$ cat config.mk
export PLATFORM = sky130hd
export DESIGN_NAME = fcvf_udiv
export DESIGN_NICKNAME = d
export VERILOG_FILES = /design/src/hdl/fcvf_udiv.sv
export SDC_FILE = /design/constraint.sdc
export NUM_CORES = 2
export LEC_CHECK = 0
export CORE_MARGIN = 5
export CORE_UTILIZATION = 64
export CTS_CLUSTER_DIAMETER = 120
export CTS_CLUSTER_SIZE = 14
export DETAILED_ROUTE_END_ITERATION = 8
export DONT_BUFFER_PORTS = 1
export MAX_ROUTING_LAYER = met4
export PLACE_DENSITY_LB_ADDON = 0.3
export SLEW_MARGIN = 20
export SYNTH_ARGS = -nofsm -noshare
export SYNTH_HDL_FRONTEND = slang
export SYNTH_SLANG_ARGS = --single-unit
$ cat constraint.sdc
create_clock -name i_clk -period 3.7 [get_ports i_clk]
set_input_delay 0.185 -clock i_clk [delete_from_list [all_inputs] [get_ports i_clk]]
set_output_delay 0.185 -clock i_clk [all_outputs]
set_load 0.005 [all_outputs]
$ cat src/hdl/fcvf_udiv.sv
// Pipelined restoring unsigned divider, one quotient bit per stage, shared divisor across lanes.
module fcvf_udiv #(
    parameter int LANES  = 1,
    parameter int DIVD_W = 48,
    parameter int DIVS_W = 32,
    parameter int Q_W    = 17,
    parameter int PW     = 1
) (
    input  logic                         i_clk,
    input  logic                         i_rst_n,
    input  logic                         i_valid,
    input  logic [LANES-1:0][DIVD_W-1:0] i_dividend,
    input  logic [DIVS_W-1:0]            i_divisor,
    input  logic [PW-1:0]                i_payload,
    output logic                         o_valid,
    output logic [LANES-1:0][Q_W-1:0]    o_quot,
    output logic [PW-1:0]                o_payload
);

    localparam int CW = (DIVD_W > DIVS_W + Q_W) ? DIVD_W : DIVS_W + Q_W;

    logic                          r_vld  [Q_W];
    logic [LANES-1:0][CW-1:0]      r_rem  [Q_W-1];
    logic [LANES-1:0][Q_W-1:0]     r_quot [Q_W];
    logic [DIVS_W-1:0]             r_dvs  [Q_W-1];
    logic [PW-1:0]                 r_pl   [Q_W];

    for (genvar g = 0; g < Q_W; g++) begin : g_stage
        localparam int K = Q_W - 1 - g;
        logic                      vld_in;
        logic [LANES-1:0][CW-1:0]  rem_in;
        logic [LANES-1:0][Q_W-1:0] quot_in;
        logic [DIVS_W-1:0]         dvs_in;
        logic [PW-1:0]             pl_in;
        logic [CW-1:0]             trial;
        logic [LANES-1:0][CW-1:0]  n_rem;
        logic [LANES-1:0][Q_W-1:0] n_quot;

        if (g == 0) begin : g_head
            always_comb begin
                for (int l = 0; l < LANES; l++) begin
                    rem_in[l] = CW'(i_dividend[l]);
                end
            end
            assign vld_in  = i_valid;
            assign quot_in = '0;
            assign dvs_in  = i_divisor;
            assign pl_in   = i_payload;
        end else begin : g_body
            assign vld_in  = r_vld[g-1];
            assign rem_in  = r_rem[g-1];
            assign quot_in = r_quot[g-1];
            assign dvs_in  = r_dvs[g-1];
            assign pl_in   = r_pl[g-1];
        end

        assign trial = CW'(dvs_in) << K;

        always_comb begin
            n_quot = quot_in;
            for (int l = 0; l < LANES; l++) begin
                if (rem_in[l] >= trial) begin
                    n_rem[l]     = rem_in[l] - trial;
                    n_quot[l][K] = 1'b1;
                end else begin
                    n_rem[l]     = rem_in[l];
                end
            end
        end

        always_ff @(posedge i_clk) begin
            if (!i_rst_n) begin
                r_vld[g] <= 1'b0;
            end else begin
                r_vld[g] <= vld_in;
            end
            r_quot[g] <= n_quot;
            r_pl[g]   <= pl_in;
        end

        if (g < Q_W - 1) begin : g_keep
            always_ff @(posedge i_clk) begin
                r_rem[g] <= n_rem;
                r_dvs[g] <= dvs_in;
            end
        end
    end

    assign o_valid   = r_vld[Q_W-1];
    assign o_quot    = r_quot[Q_W-1];
    assign o_payload = r_pl[Q_W-1];

endmodule

* Yosys cells after proc, flatten, opt, wreduce, memory -nomap -nowiden *
Memory sizes are Yosys's and may differ from the RTL's.
Cells that the tools add are included.
Widths: inputs -> output; s select.

storage, ports and cells
  register bits after elaboration = 0
  latch bits = 0
  bits in writable memories = 1619
  ROM bits = 0
  bits of input ports = 84
  output and inout bits = 19
  word-level logic and storage cells = 107
  memories kept = 5

memory list
  memory  depth  width  read ports  clocked after Yosys merged registers in  write ports  RTL line  RTL
  r_rem   16     49     16          0                                        16           23        logic [LANES-1:0][CW-1:0] r_rem [Q_W-1];
  r_dvs   16     32     16          0                                        16           25        logic [DIVS_W-1:0] r_dvs [Q_W-1];
  r_quot  17     17     17          0                                        17           24        logic [LANES-1:0][Q_W-1:0] r_quot [Q_W];
  r_pl    17     1      17          0                                        17           26        logic [PW-1:0] r_pl [Q_W];
  r_vld   17     1      17          0                                        17           22        logic r_vld [Q_W];

operators by class
  $add $sub $neg = 16
  multipliers = 0
  divide/modulo/power cells = 0
  magnitude comparators = 17
  equal/unequal tests = 0
  shift-type cells = 0
  muxes and demuxes = 52
  bitwise logic cells = 17
  reductions and logical operators = 0

operator list
  operator          number
  $mux 49           16
  $ge 49x32->1      1
  $ge 49x33->1      1
  $ge 49x34->1      1
  $ge 49x35->1      1
  $ge 49x36->1      1
  $ge 49x37->1      1
  $ge 49x38->1      1
  $ge 49x39->1      1
  $ge 49x40->1      1
  $ge 49x41->1      1
  $ge 49x42->1      1
  $ge 49x43->1      1
  $ge 49x44->1      1
  $ge 49x45->1      1
  $ge 49x46->1      1
  $ge 49x47->1      1
  $sub 48x48->49    1
  $sub 49x33->49    1
  $sub 49x34->49    1
  $sub 49x35->49    1
  $sub 49x36->49    1
  $sub 49x37->49    1
  $sub 49x38->49    1
  12 further kinds  63

* Longest topological paths before layout *
An unclocked memory read counts as a cell.

  depth after elaboration = 3
  depth in mapped cells = 17

* Least setup slack after synthesis *
OpenSTA, ideal clock, no wires.

  kind = register to register
  from = memory r_rem[0][303] (netlist bit)
  to = memory r_rem[0][390] (netlist bit)
  library setup time = 72 ps
  arrival time = 3294 ps
  path slack = 335 ps
  stages on the path, launching flop included = 16
  clock period less this slack = 3365 ps
  path through = dfxtp_1 > inv_1 > ha_1 > inv_1 > fa_1 > a21o_1 > a21oi_2 > o211ai_4 > a21oi_4 > a2111oi_2 > o32ai_2 > o221ai_2 > a41o_1 > or4_4 > nor4_4 > xor2_1

RTL lines
  what             RTL line
  start, declared  23

==> out/results.txt <==
status - finished with violations
failing checks - setup timing
switching share of power - 39.9%
Non-Filler Instances - 9321
per-cell routed wire length - 20.1 um
ANT nets after route - 0
max-cap violations - 0
Synth Warn # - 0
Static Leak - 34.9 nW
Area Overhead vs Synth - 14.0%
Top FF cell, synth - dfxtp_1
drt first-iter violations - 3786
Reg clk slew, reported paths - 0.07 ns
hold_sp - i_dividend[45]
switching pwr - 0.0278 W
layout cells sized above 1 - 10.4%
post-placement cell count - 9017
wire length on met2 - 98300 um
worst-skew pair later-pin latency - 0.78 ns
period utilization - 103%
minimum clock period - 3.83 ns
TritonCTS clock tree - built
Port Buffer Count - 0
top cell type's share of synthesized area - 43.7%
Crit path arrival time - 4.48 ns
Post-Syn Area - 67900 um2
worst r2r src - r_rem[0][15]
f_max - 0.261 GHz
EDFF count, synth - 0
Seq pwr share - 34.1%
CP max-delay cell - fa_1
PwrDens - 898 nW/um2
most instantiated cells after synthesis - 1483 x dfxtp_1, 675 x inv_1, 630 x nand2_1
leading post-synthesis cells by cell area - dfxtp_1 44%, ha_1 10%, a21oi_1 4.4%
total power - 0.0695 W
Final Net Count - 8562
antenna violations before repair - 5
final hold violations - 0
sequential area share after synthesis - 43.7%
RSZ-0062 raised after global routing - yes
Post-Place Worst Slack - -0.242 ns
total gr overflow - 0
drt pass-1 iters - 6
Worst setup EP type - flip-flop
die width - 336 um
Die Y - 336 um
CTS root buf - clkbuf_16
Clock Path Buffers - 3
CTS Sinks - 1483
CP Cell Sequence - inv_1 -> ha_1 -> fa_1 -> nor2b_2 -> o31ai_2 -> a21oi_2 -> o211ai_1 -> buf_4 -> o211ai_1 -> a41oi_2 -> o21ai_2 -> a31oi_4 -> buf_4 -> buf_4 -> o21ai_0
GRT Util Overall - 32.5%
Rows - 119
Placer Congestion - 1.03
clk_skew - 0.0874 ns
Critical Path RT - 4.35 ns
Internal - 0.0417 W
post-synth cell types - 110
routed length on met1 - 61400 um
# setup viols final - 36
ys async rst share - 0%
pin count of the biggest net entering global routing - 59
Avg Cell Area, Syn - 9.09 um2
Crit Path Class - reg2reg
H-tree levels - 3
worst hold path class - in2reg
cell mode on critical path - buf_4
most frequent cell after synthesis - dfxtp_1
Starting Density - 64.5%
final worst slack - -0.129 ns
Top Layer Used - met4
vias - 55.2k
largest area contributor in the synthesized netlist - dfxtp_1
met3 WL post-DR - 7690 um
Max VDD drop - 0.709 mV
Min Hold Slack - 0.0491 ns
Least-Margin Pin Slew - 0.936 ns
Core Area - 105000 um2
vias per std cell - 5.93
CTS buffer count - 115
Critical Path Source Type - flip-flop
WL final - 187000 um
clock power share - 16.0%
relative slew slack - 37.0%
Synth Instances - 7470
register bit total from synthesis - 1483
hpwl dp - 135000 um
Worst path max stage delay - 0.47 ns
vias in the first global route - 57.0k
Comb pwr share - 50.0%
Max FO, Critical Path - 14
first-pass GRT wire length - 287000 um
fin. max-slew vios - 0
die area - 113000 um2
Ports - 103
syn nets - 8114
# DRC - 0
Setup crit start - r_rem[0][15]
[layout make-up]
type	instances	area, um2
clock inverter	7	196
timing repair buffer	544	4710
antenna	6	15.0
fill	7355	27800
multi-input combinational	5098	35700
tap	1391	1740
sequential	1483	29700
clock buffer	116	2880
inverter	676	2540
[critical path: cells and delay by family, from the launching register on]
family	cells	cell delay (ns)
flops	1	0.36
compound gates	8	1.72
buf+inv	4	0.67
fa+ha+maj	2	0.71
simple gates	1	0.22
[sequential cells by signal, summed over array words and instances, names as in the netlist]
signal,flops
r_rem,784
r_dvs,512
r_quot,153
r_pl,17
r_vld,17
[metal layers]
metal | up-vias | global-route usage [%]
met5 | - | -
met2 | 2012 | 61.6
li1 | 26700 | -
met3 | 999 | 3.84
met1 | 25500 | 28.2
met4 | 0 | 27.5
[through the flow]
step           TNS (ns)  utilization (%)  instance area, um2
2_1_floorplan         0                -               67900
3_3_place_gp     -0.513             68.2               71800
3_5_place_dp      -2.11             68.2               71800
4_1_cts               0             72.6               76500
5_1_grt           -4.70             73.6               77400
6_report          -1.84             73.6               77400
[what timing repair did]
action                     CTS  global route
hold buffers               123             0
setup endpoints to repair  148           318
gates resized for setup     45           131
gates cloned                 4             1
hold endpoints to repair    99             0
setup buffers                7            41
pin swaps                   18            65
[cell usage in the layout (no fill, tap or decap), types with 46 or more instances in the layout]
| cell | Yosys | routed |
|---|---|---|
| dfxtp_1 | 1483 | 1475 |
| inv_1 | 675 | 673 |
| nand2_1 | 630 | 627 |
| a21oi_1 | 598 | 584 |
| o21ai_0 | 537 | 532 |
| ha_1 | 544 | 532 |
| nor2_1 | 398 | 396 |
| buf_4 | 3 | 394 |
| xnor2_1 | 316 | 316 |
| a21o_1 | 293 | 293 |
| xor2_1 | 246 | 246 |
| nand3_1 | 138 | 137 |
| dlygate4sd3_1 | 0 | 123 |
| clkbuf_16 | 0 | 116 |
| nand4_1 | 110 | 110 |
| nor3_1 | 106 | 99 |
| nor2b_1 | 100 | 97 |
| nand2b_1 | 94 | 93 |
| mux2_2 | 79 | 79 |
| nor4_1 | 73 | 68 |
| o21bai_1 | 61 | 60 |
| o21a_1 | 57 | 56 |
| and2_1 | 50 | 49 |
| a31oi_1 | 52 | 46 |
[power groups by stage]
stage	clock network [W]	logic, W	registers, W
6_report	0.0111	0.0347	0.0237
3_3_place_gp	0	0.0318	0.0237
2_1_floorplan	0	0.0240	0.0227
4_1_cts	0.0112	0.0332	0.0235
5_1_grt	0.0119	0.0381	0.0241
3_5_place_dp	0	0.0325	0.0238
[cells by family (layout without fill, tap and decap cells)]
family                   after synthesis  in the layout  synth area share, %
AO/OA/AOI/OAI                       1971           1971                 18.1
XOR/XNOR                             562            562                 7.25
adder cells (fa/ha/maj)              560            560                 10.5
buffers and inverters                889           1343                 5.03
flip-flops                          1483           1483                 43.7
multiplexers                         101            101                 1.66
other                                  0              6                    0
AND/OR/NAND/NOR                     1904           1904                 13.7
[path summary, 6_finish.rpt]
path	to	slack, ns	cells after the start
setup / recovery	r_rem[0][69]	-0.13	15
hold / removal	r_rem[0][46]	0.05	4
setup reg to reg	r_rem[0][69]	-0.13	15
hold reg to reg	r_dvs[0][242]	0.30	0
No activity file was read; power rests on OpenSTA's default activity.
