## src/hdl/fcvf_pkg.sv

```systemverilog
// Shared types, constants and saturation helper for the friction contact velocity fix unit.
package fcvf_pkg;

    localparam int VW           = 32;
    localparam int MU_W         = 19;
    localparam int SQ_W         = 64;
    localparam int LEN_W        = 32;
    localparam int U_W          = 18;
    localparam int U_Q_W        = 17;
    localparam int U_DIVD_W     = 48;
    localparam int M_W          = VW + U_W;
    localparam int TD_W         = 35;
    localparam int TDM_W        = 34;
    localparam int R_DIVD_W     = 50;
    localparam int R_Q_W        = 32;
    localparam int FRONT_STAGES = 7;
    localparam int MID_STAGES   = 4;
    localparam int BACK_STAGES  = 5;
    localparam int PIPE_LAT     = FRONT_STAGES + LEN_W + U_Q_W + MID_STAGES + R_Q_W
                                  + BACK_STAGES;

    localparam logic [1:0] MODE_MASTER  = 2'd0;
    localparam logic [1:0] MODE_CONTACT = 2'd1;
    localparam logic [1:0] MODE_PASS    = 2'd2;
    localparam logic [1:0] MODE_SPARE   = 2'd3;

    localparam logic [VW-1:0] S32_MAX = 32'h7fff_ffff;
    localparam logic [VW-1:0] S32_MIN = 32'h8000_0000;

    typedef logic [VW-1:0] t_w;
    typedef logic [VW:0]   t_w33;

    typedef struct packed {
        t_w   [2:0] base;
        t_w33 [2:0] vmn;
        t_w   [2:0] dv;
        t_w         nd;
        logic       applied;
    } t_carry;

    typedef struct packed {
        t_carry     c;
        t_w   [2:0] t;
    } t_sq_pl;

    typedef struct packed {
        t_carry     c;
        logic       lenz;
        logic [2:0] tneg;
    } t_ud_pl;

    typedef struct packed {
        t_carry              c;
        logic [2:0][U_W-1:0] u;
        logic                tdneg;
        logic                ovf;
    } t_rd_pl;

    function automatic t_w sat32(input logic signed [63:0] x);
        if (x > 64'sd2147483647) begin
            return S32_MAX;
        end else if (x < -64'sd2147483648) begin
            return S32_MIN;
        end else begin
            return x[VW-1:0];
        end
    endfunction

endpackage

```

## src/hdl/fcvf_sqrt.sv

```systemverilog
// Pipelined integer square root, one result bit per stage, with a payload carried alongside.
module fcvf_sqrt
    import fcvf_pkg::*;
#(
    parameter int PW = 1
) (
    input  logic              i_clk,
    input  logic              i_rst_n,
    input  logic              i_valid,
    input  logic [SQ_W-1:0]   i_x,
    input  logic [PW-1:0]     i_payload,
    output logic              o_valid,
    output logic [LEN_W-1:0]  o_root,
    output logic [PW-1:0]     o_payload
);

    logic            r_vld [LEN_W];
    logic [SQ_W-1:0] r_x   [LEN_W-1];
    logic [SQ_W-1:0] r_res [LEN_W];
    logic [PW-1:0]   r_pl  [LEN_W];

    for (genvar g = 0; g < LEN_W; g++) begin : g_stage
        localparam int BP = 2 * (LEN_W - 1 - g);
        logic            vld_in;
        logic [SQ_W-1:0] x_in;
        logic [SQ_W-1:0] res_in;
        logic [PW-1:0]   pl_in;
        logic [SQ_W-1:0] bit_v;
        logic [SQ_W-1:0] sum;
        logic [SQ_W-1:0] n_x;
        logic [SQ_W-1:0] n_res;

        if (g == 0) begin : g_head
            assign vld_in = i_valid;
            assign x_in   = i_x;
            assign res_in = '0;
            assign pl_in  = i_payload;
        end else begin : g_body
            assign vld_in = r_vld[g-1];
            assign x_in   = r_x[g-1];
            assign res_in = r_res[g-1];
            assign pl_in  = r_pl[g-1];
        end

        assign bit_v = SQ_W'(1) << BP;
        assign sum   = res_in + bit_v;

        always_comb begin
            if (x_in >= sum) begin
                n_x   = x_in - sum;
                n_res = (res_in >> 1) + bit_v;
            end else begin
                n_x   = x_in;
                n_res = res_in >> 1;
            end
        end

        always_ff @(posedge i_clk) begin
            if (!i_rst_n) begin
                r_vld[g] <= 1'b0;
            end else begin
                r_vld[g] <= vld_in;
            end
            r_res[g] <= n_res;
            r_pl[g]  <= pl_in;
        end

        if (g < LEN_W - 1) begin : g_keep
            always_ff @(posedge i_clk) begin
                r_x[g] <= n_x;
            end
        end
    end

    assign o_valid   = r_vld[LEN_W-1];
    assign o_root    = r_res[LEN_W-1][LEN_W-1:0];
    assign o_payload = r_pl[LEN_W-1];

endmodule

```

## config.mk

```make
export PLATFORM = sky130hd
export DESIGN_NAME = fcvf_sqrt
export DESIGN_NICKNAME = d
export VERILOG_FILES = /design/src/hdl/fcvf_pkg.sv /design/src/hdl/fcvf_sqrt.sv
export SDC_FILE = /design/constraint.sdc
export NUM_CORES = 2
export LEC_CHECK = 0
export BUFFER_PORTS_ARGS = -buffer_cell sky130_fd_sc_hd__buf_4
export CAP_MARGIN = 20
export CORE_UTILIZATION = 55
export CTS_BUF_LIST = sky130_fd_sc_hd__clkbuf_4 sky130_fd_sc_hd__clkbuf_8 sky130_fd_sc_hd__clkbuf_16
export DETAILED_ROUTE_END_ITERATION = 6
export PLACE_DENSITY = 0.74
export REMOVE_ABC_BUFFERS = 1
export SYNTH_ARGS = -nofsm -noshare
export SYNTH_HDL_FRONTEND = slang
export SYNTH_SLANG_ARGS = --single-unit
```

## constraint.sdc

```tcl
create_clock -name i_clk -period 3.5 [get_ports i_clk]
set_clock_uncertainty 0.15 [all_clocks]
set_input_delay 0.35 -clock i_clk [delete_from_list [all_inputs] [get_ports i_clk]]
set_output_delay 0.35 -clock i_clk [all_outputs]
set_load 0.02 [all_outputs]
```

# --- Yosys cells after proc, flatten, opt, wreduce, memory -nomap -nowiden ---
# Memory sizes are Yosys's and may differ from the RTL's.
# Cells that the tools add are included.
classes:
  n_addsub: 93
  order_cmp: 32
  muxes: 97
  n_bitwise: 32
op_table:
  columns: ["op", "count"]
  rows:
  - ["64-bit two-way mux", 62]
  - ["64-bit greater-or-equal comparator", 31]
  - ["64-bit subtractor", 30]
  - ["63-bit by 1-bit adder with 64-bit output, second input constant", 1]
  - ["63-bit by 11-bit adder with 64-bit output, second input constant", 1]
  - ["63-bit by 13-bit adder with 64-bit output, second input constant", 1]
  - ["63-bit by 15-bit adder with 64-bit output, second input constant", 1]
  - ["63-bit by 17-bit adder with 64-bit output, second input constant", 1]
  - ["63-bit by 19-bit adder with 64-bit output, second input constant", 1]
  - ["63-bit by 21-bit adder with 64-bit output, second input constant", 1]
  - ["63-bit by 23-bit adder with 64-bit output, second input constant", 1]
  - ["63-bit by 25-bit adder with 64-bit output, second input constant", 1]
  - ["63-bit by 27-bit adder with 64-bit output, second input constant", 1]
  - ["63-bit by 29-bit adder with 64-bit output, second input constant", 1]
  - ["63-bit by 3-bit adder with 64-bit output, second input constant", 1]
  - ["63-bit by 31-bit adder with 64-bit output, second input constant", 1]
  - ["63-bit by 33-bit adder with 64-bit output, second input constant", 1]
  - ["63-bit by 35-bit adder with 64-bit output, second input constant", 1]
  - ["63-bit by 37-bit adder with 64-bit output, second input constant", 1]
  - ["63-bit by 39-bit adder with 64-bit output, second input constant", 1]
  - ["63-bit by 41-bit adder with 64-bit output, second input constant", 1]
  - ["63-bit by 43-bit adder with 64-bit output, second input constant", 1]
  - ["63-bit by 45-bit adder with 64-bit output, second input constant", 1]
  - ["63-bit by 47-bit adder with 64-bit output, second input constant", 1]
  - ["46 further kinds", 110]
totals:
  register_bits: 0
  ramBits: 4096
  in_bits: 68
  out_inout_bits: 34
  elab_cells: 258
  mem_count: 4
mem_list:
  columns: ["name", "words", "word_bits", "read_ports", "rd_clocked_by_memory_dff", "write_ports", "line", "source"]
  rows:
  - ["r_res", 32, 64, 32, 0, 32, "fcvf_sqrt.sv:19", "logic [SQ_W-1:0] r_res [LEN_W];"]
  - ["r_x", 31, 64, 31, 0, 31, "fcvf_sqrt.sv:18", "logic [SQ_W-1:0] r_x [LEN_W-1];"]
  - ["r_pl", 32, 1, 32, 0, 32, "fcvf_sqrt.sv:20", "logic [PW-1:0] r_pl [LEN_W];"]
  - ["r_vld", 32, 1, 32, 0, 32, "fcvf_sqrt.sv:17", "logic r_vld [LEN_W];"]

# --- Depth between registers and ports, before layout ---
# An unclocked memory read counts as a cell.
depth:
  word_depth: 4
  depth_mapped: 15
  ltp_nobuf: 12

# --- Worst setup path before layout ---
# OpenSTA, ideal clock, no wires.
synth_timing:
  path_kind: "register to register"
  start: "memory r_res[24][14], in the netlist r_res[1][526]"
  end: "memory r_x[25][58]"
  arrival_ps: 3046
  path_slack_ps: 170
  stages_incl_launch_ff: 14
  synth_period_minus_slack_ps: 3330
  cell_sequence: "dfxtp_1 > inv_1 > ha_1 > or4b_2 > nor4_1 > nand4_1 > o211ai_1 > nand2b_1 > nor2b_1 > clkbuf_1 > or4_1 > clkbuf_1 > nor4_1 > xor2_1"
synth_rtl:
  columns: ["element", "line"]
  rows:
  - ["start, declared", "fcvf_sqrt.sv:19"]
  - ["end, declared", "fcvf_sqrt.sv:18"]

==> results.toml <==
[global_routing]
grt_usage_pct = 30.41
grt_pass1_vias = 74970
gr-total-overflow = 0
antenna_found_initial = 16
grt_max_degree = 50
grt_pass1_wl_um = 428700

[placement]
gp_congestion = 0.9637
place_ws_ns = -0.3244
io_buffers = 101
placed_area_um2 = 104800
placedCellCount = 12600
place_hpwl_um = 204500

[yosys]
synth_edf_count = 0
synthAdderAreaFrac_pct = 7.156
yosys.area.top_type = "dfxtp_1"
synthMuxAreaShare_pct = 0.8426
synth_compound_area_share_pct = 12.09
ys_types = 97
ys_seq_elements = 2576
syn_area_um2 = 97560
synth.most_common_cell = "dfxtp_1"
synthTopCellsByCount = "dfxtp_1 (2,576), inv_1 (714), nor2_1 (668), a21oi_1 (628), nand2_1 (606)"
yosys.area_share.simple_pct = 15.52
synth.avg_cell_area_um2 = 9.942
netlist.area_leader.share_pct = 52.86
synth_top_family_by_area = "simple AND/OR/NAND/NOR gates"
synthArstFlopShare_pct = 0
ys_warn_count = 0
ys.flop_type = "dfxtp_1"
syn_inst = 9813
synth_xor_area_share_pct = 7.945
seq_area_frac_synth_pct = 52.86
synthTopCellsByArea = "dfxtp_1 (53%), ha_1 (7.2%), xor2_1 (4.0%)"

[timing]
period_share_pct = 100.4
fmax_mhz = 284.6
finalSetupViolations = 1
relSlewSlack_pct = 37.77
hold_viol_final = 0
whs_ns = 0.1028
setup_ws_ns = -0.01341
worstMarginPinSlew_ns = 0.9250
finalSetupTns_ns = -0.01341
maxSlewViolCount = 0
rsz0062_at_grt = "yes"
period_minus_slack_ns = 3.513

[worst_hold_path]
hold_path.class = "register to register"

[floorplanning]
core_area_um2 = 176100
design.die.area_um2 = 179100
rows = 154
die_h_um = 423.2
start_util_pct = 55.40
die_w_um = 423.2
num_io_pins = 102

[power_and_ir_drop]
p_per_area_nw_per_um2 = 828.8
leakagePower_nw = 53.64
peakVddDrop_uv = 698.2
total_power_mw = 96.89

[critical_path]
end_kind = "register"
crit_type = "register to register"
path_max_fanout = 24
cp.required_ns = 4.12
startpoint_type = "register"
arrival_ns = 4.13

[clock_network]
cts_sinks = 2576
cts-root-buf = "clkbuf_16"
numCtsBuffers = 276
htreeDepth = 5
cts_buffer_depth = 4
path_clk_slew_ns = 0.06
clkLatencyLatePin_ns = 0.94
tritoncts = "built"

[routing]
ant_nets = 0
dr.first_iter.drc_count = 6309
drcViolationCount = 0
drtPass1Iterations = 6
wire_per_inst_um = 21.18
wl_um = 280500
vias = 75360
avgViaCountPerCell = 5.689

[finish]
syn2layout_area_growth_pct = 19.82
stdcell_count = 13250
final_core_util_pct = 66.38
drive_gt1_share_pct = 13.78
fin_nets = 11350
fillers = 13470
fin_area_um2 = 116900

[run]
maxCapViolCount = 0

[run_status]
status = "complete, but fails checks"
failed_checks = "setup timing"
## registers in the layout (all words and copies together) (netlist names)
name,flops
r_pl,32
r_res,528
r_vld,32
r_x,1984
## final cells by class
cell class              count  area [um2]  share of cell area [%]
multi-input cells        6324       43660                   37.35
inverters                 719        2701                   2.311
well taps                2340        2928                   2.504
diodes                      2       5.005                0.004281
clock inverters           103        1329                   1.137
flip-flops and latches   2576       51590                   44.13
clock buffers             359        7874                   6.735
repair buffers            822        6815                   5.830
## cell usage in the layout (no fill, tap or decap), types with 74 or more instances in the layout
master            n
a21o_1          218
a21oi_1         616
buf_4           660
clkbuf_16       283
dfxtp_1        2562
dlygate4sd3_1   133
ha_1            545
inv_1           713
nand2_1         605
nand2b_1        102
nand3_1         156
nand4_1         166
nor2_1          664
nor2b_1          74
nor3_1          257
nor4_1          310
o21a_1           99
o21ai_0         428
or3_1            84
xnor2_1         432
xor2_1          451
## kinds of logic (layout without fill, tap and decap cells)
kind of cell,count (synthesis),in the layout
buffers and inverters,914,2003
XOR/XNOR,885,885
multiplexers,74,74
other,0,2
adder cells (fa/ha/maj),558,558
flip-flops,2576,2576
AND/OR/NAND/NOR,2917,2918
AO/OA/AOI/OAI,1889,1889
## path summary, 6_finish.rpt
| path | startpoint | to | slack [ns] | cells after the start |
|---|---|---|---|---|
| setup / recovery | r_x[27][50] | r_x[28][62] | -0.01 | 11 |
| hold / removal | r_res[1][782] | r_res[1][845] | 0.10 | 0 |
| setup reg to reg | r_x[27][50] | r_x[28][62] | -0.01 | 11 |
| hold reg to reg | r_res[1][782] | r_res[1][845] | 0.10 | 0 |
## worst max-delay path, stage by stage, from the launching register on
cell      delay (ns)
dfxtp_2         0.32
or4_4           0.57
nor4b_4         0.30
nand2b_1        0.11
or4b_4          0.51
nand3b_4        0.20
or4_4           0.47
nor2_4          0.24
inv_4           0.11
buf_12          0.17
o2111a_1        0.13
xor2_1          0.14
## routing by layer
| metal | GRT usage (%) | routed length [um] | vias to the layer above |
|---|---|---|---|
| li1 | - | - | 36060 |
| met3 | 4.871 | 17140 | 637 |
| met4 | 10.66 | 9647 | 8 |
| met1 | 40.02 | 121900 | 36120 |
| met5 | 0 | 47 | - |
| met2 | 50.45 | 131800 | 2530 |
## timing repair
action,CTS,global route
setup endpoints to repair,133,354
gates resized for setup,54,198
gates cloned,1,3
hold endpoints to repair,98,0
pin swaps,16,60
setup buffers,12,29
hold buffers,133,0
## where the power goes
part	total [mW]	switching (mW)	internal, mW
logic	25.1	13.6	11.5
registers	42.1	6.20	35.9
clock network	29.7	11.9	17.8
No activity file was read; power rests on OpenSTA's default activity.
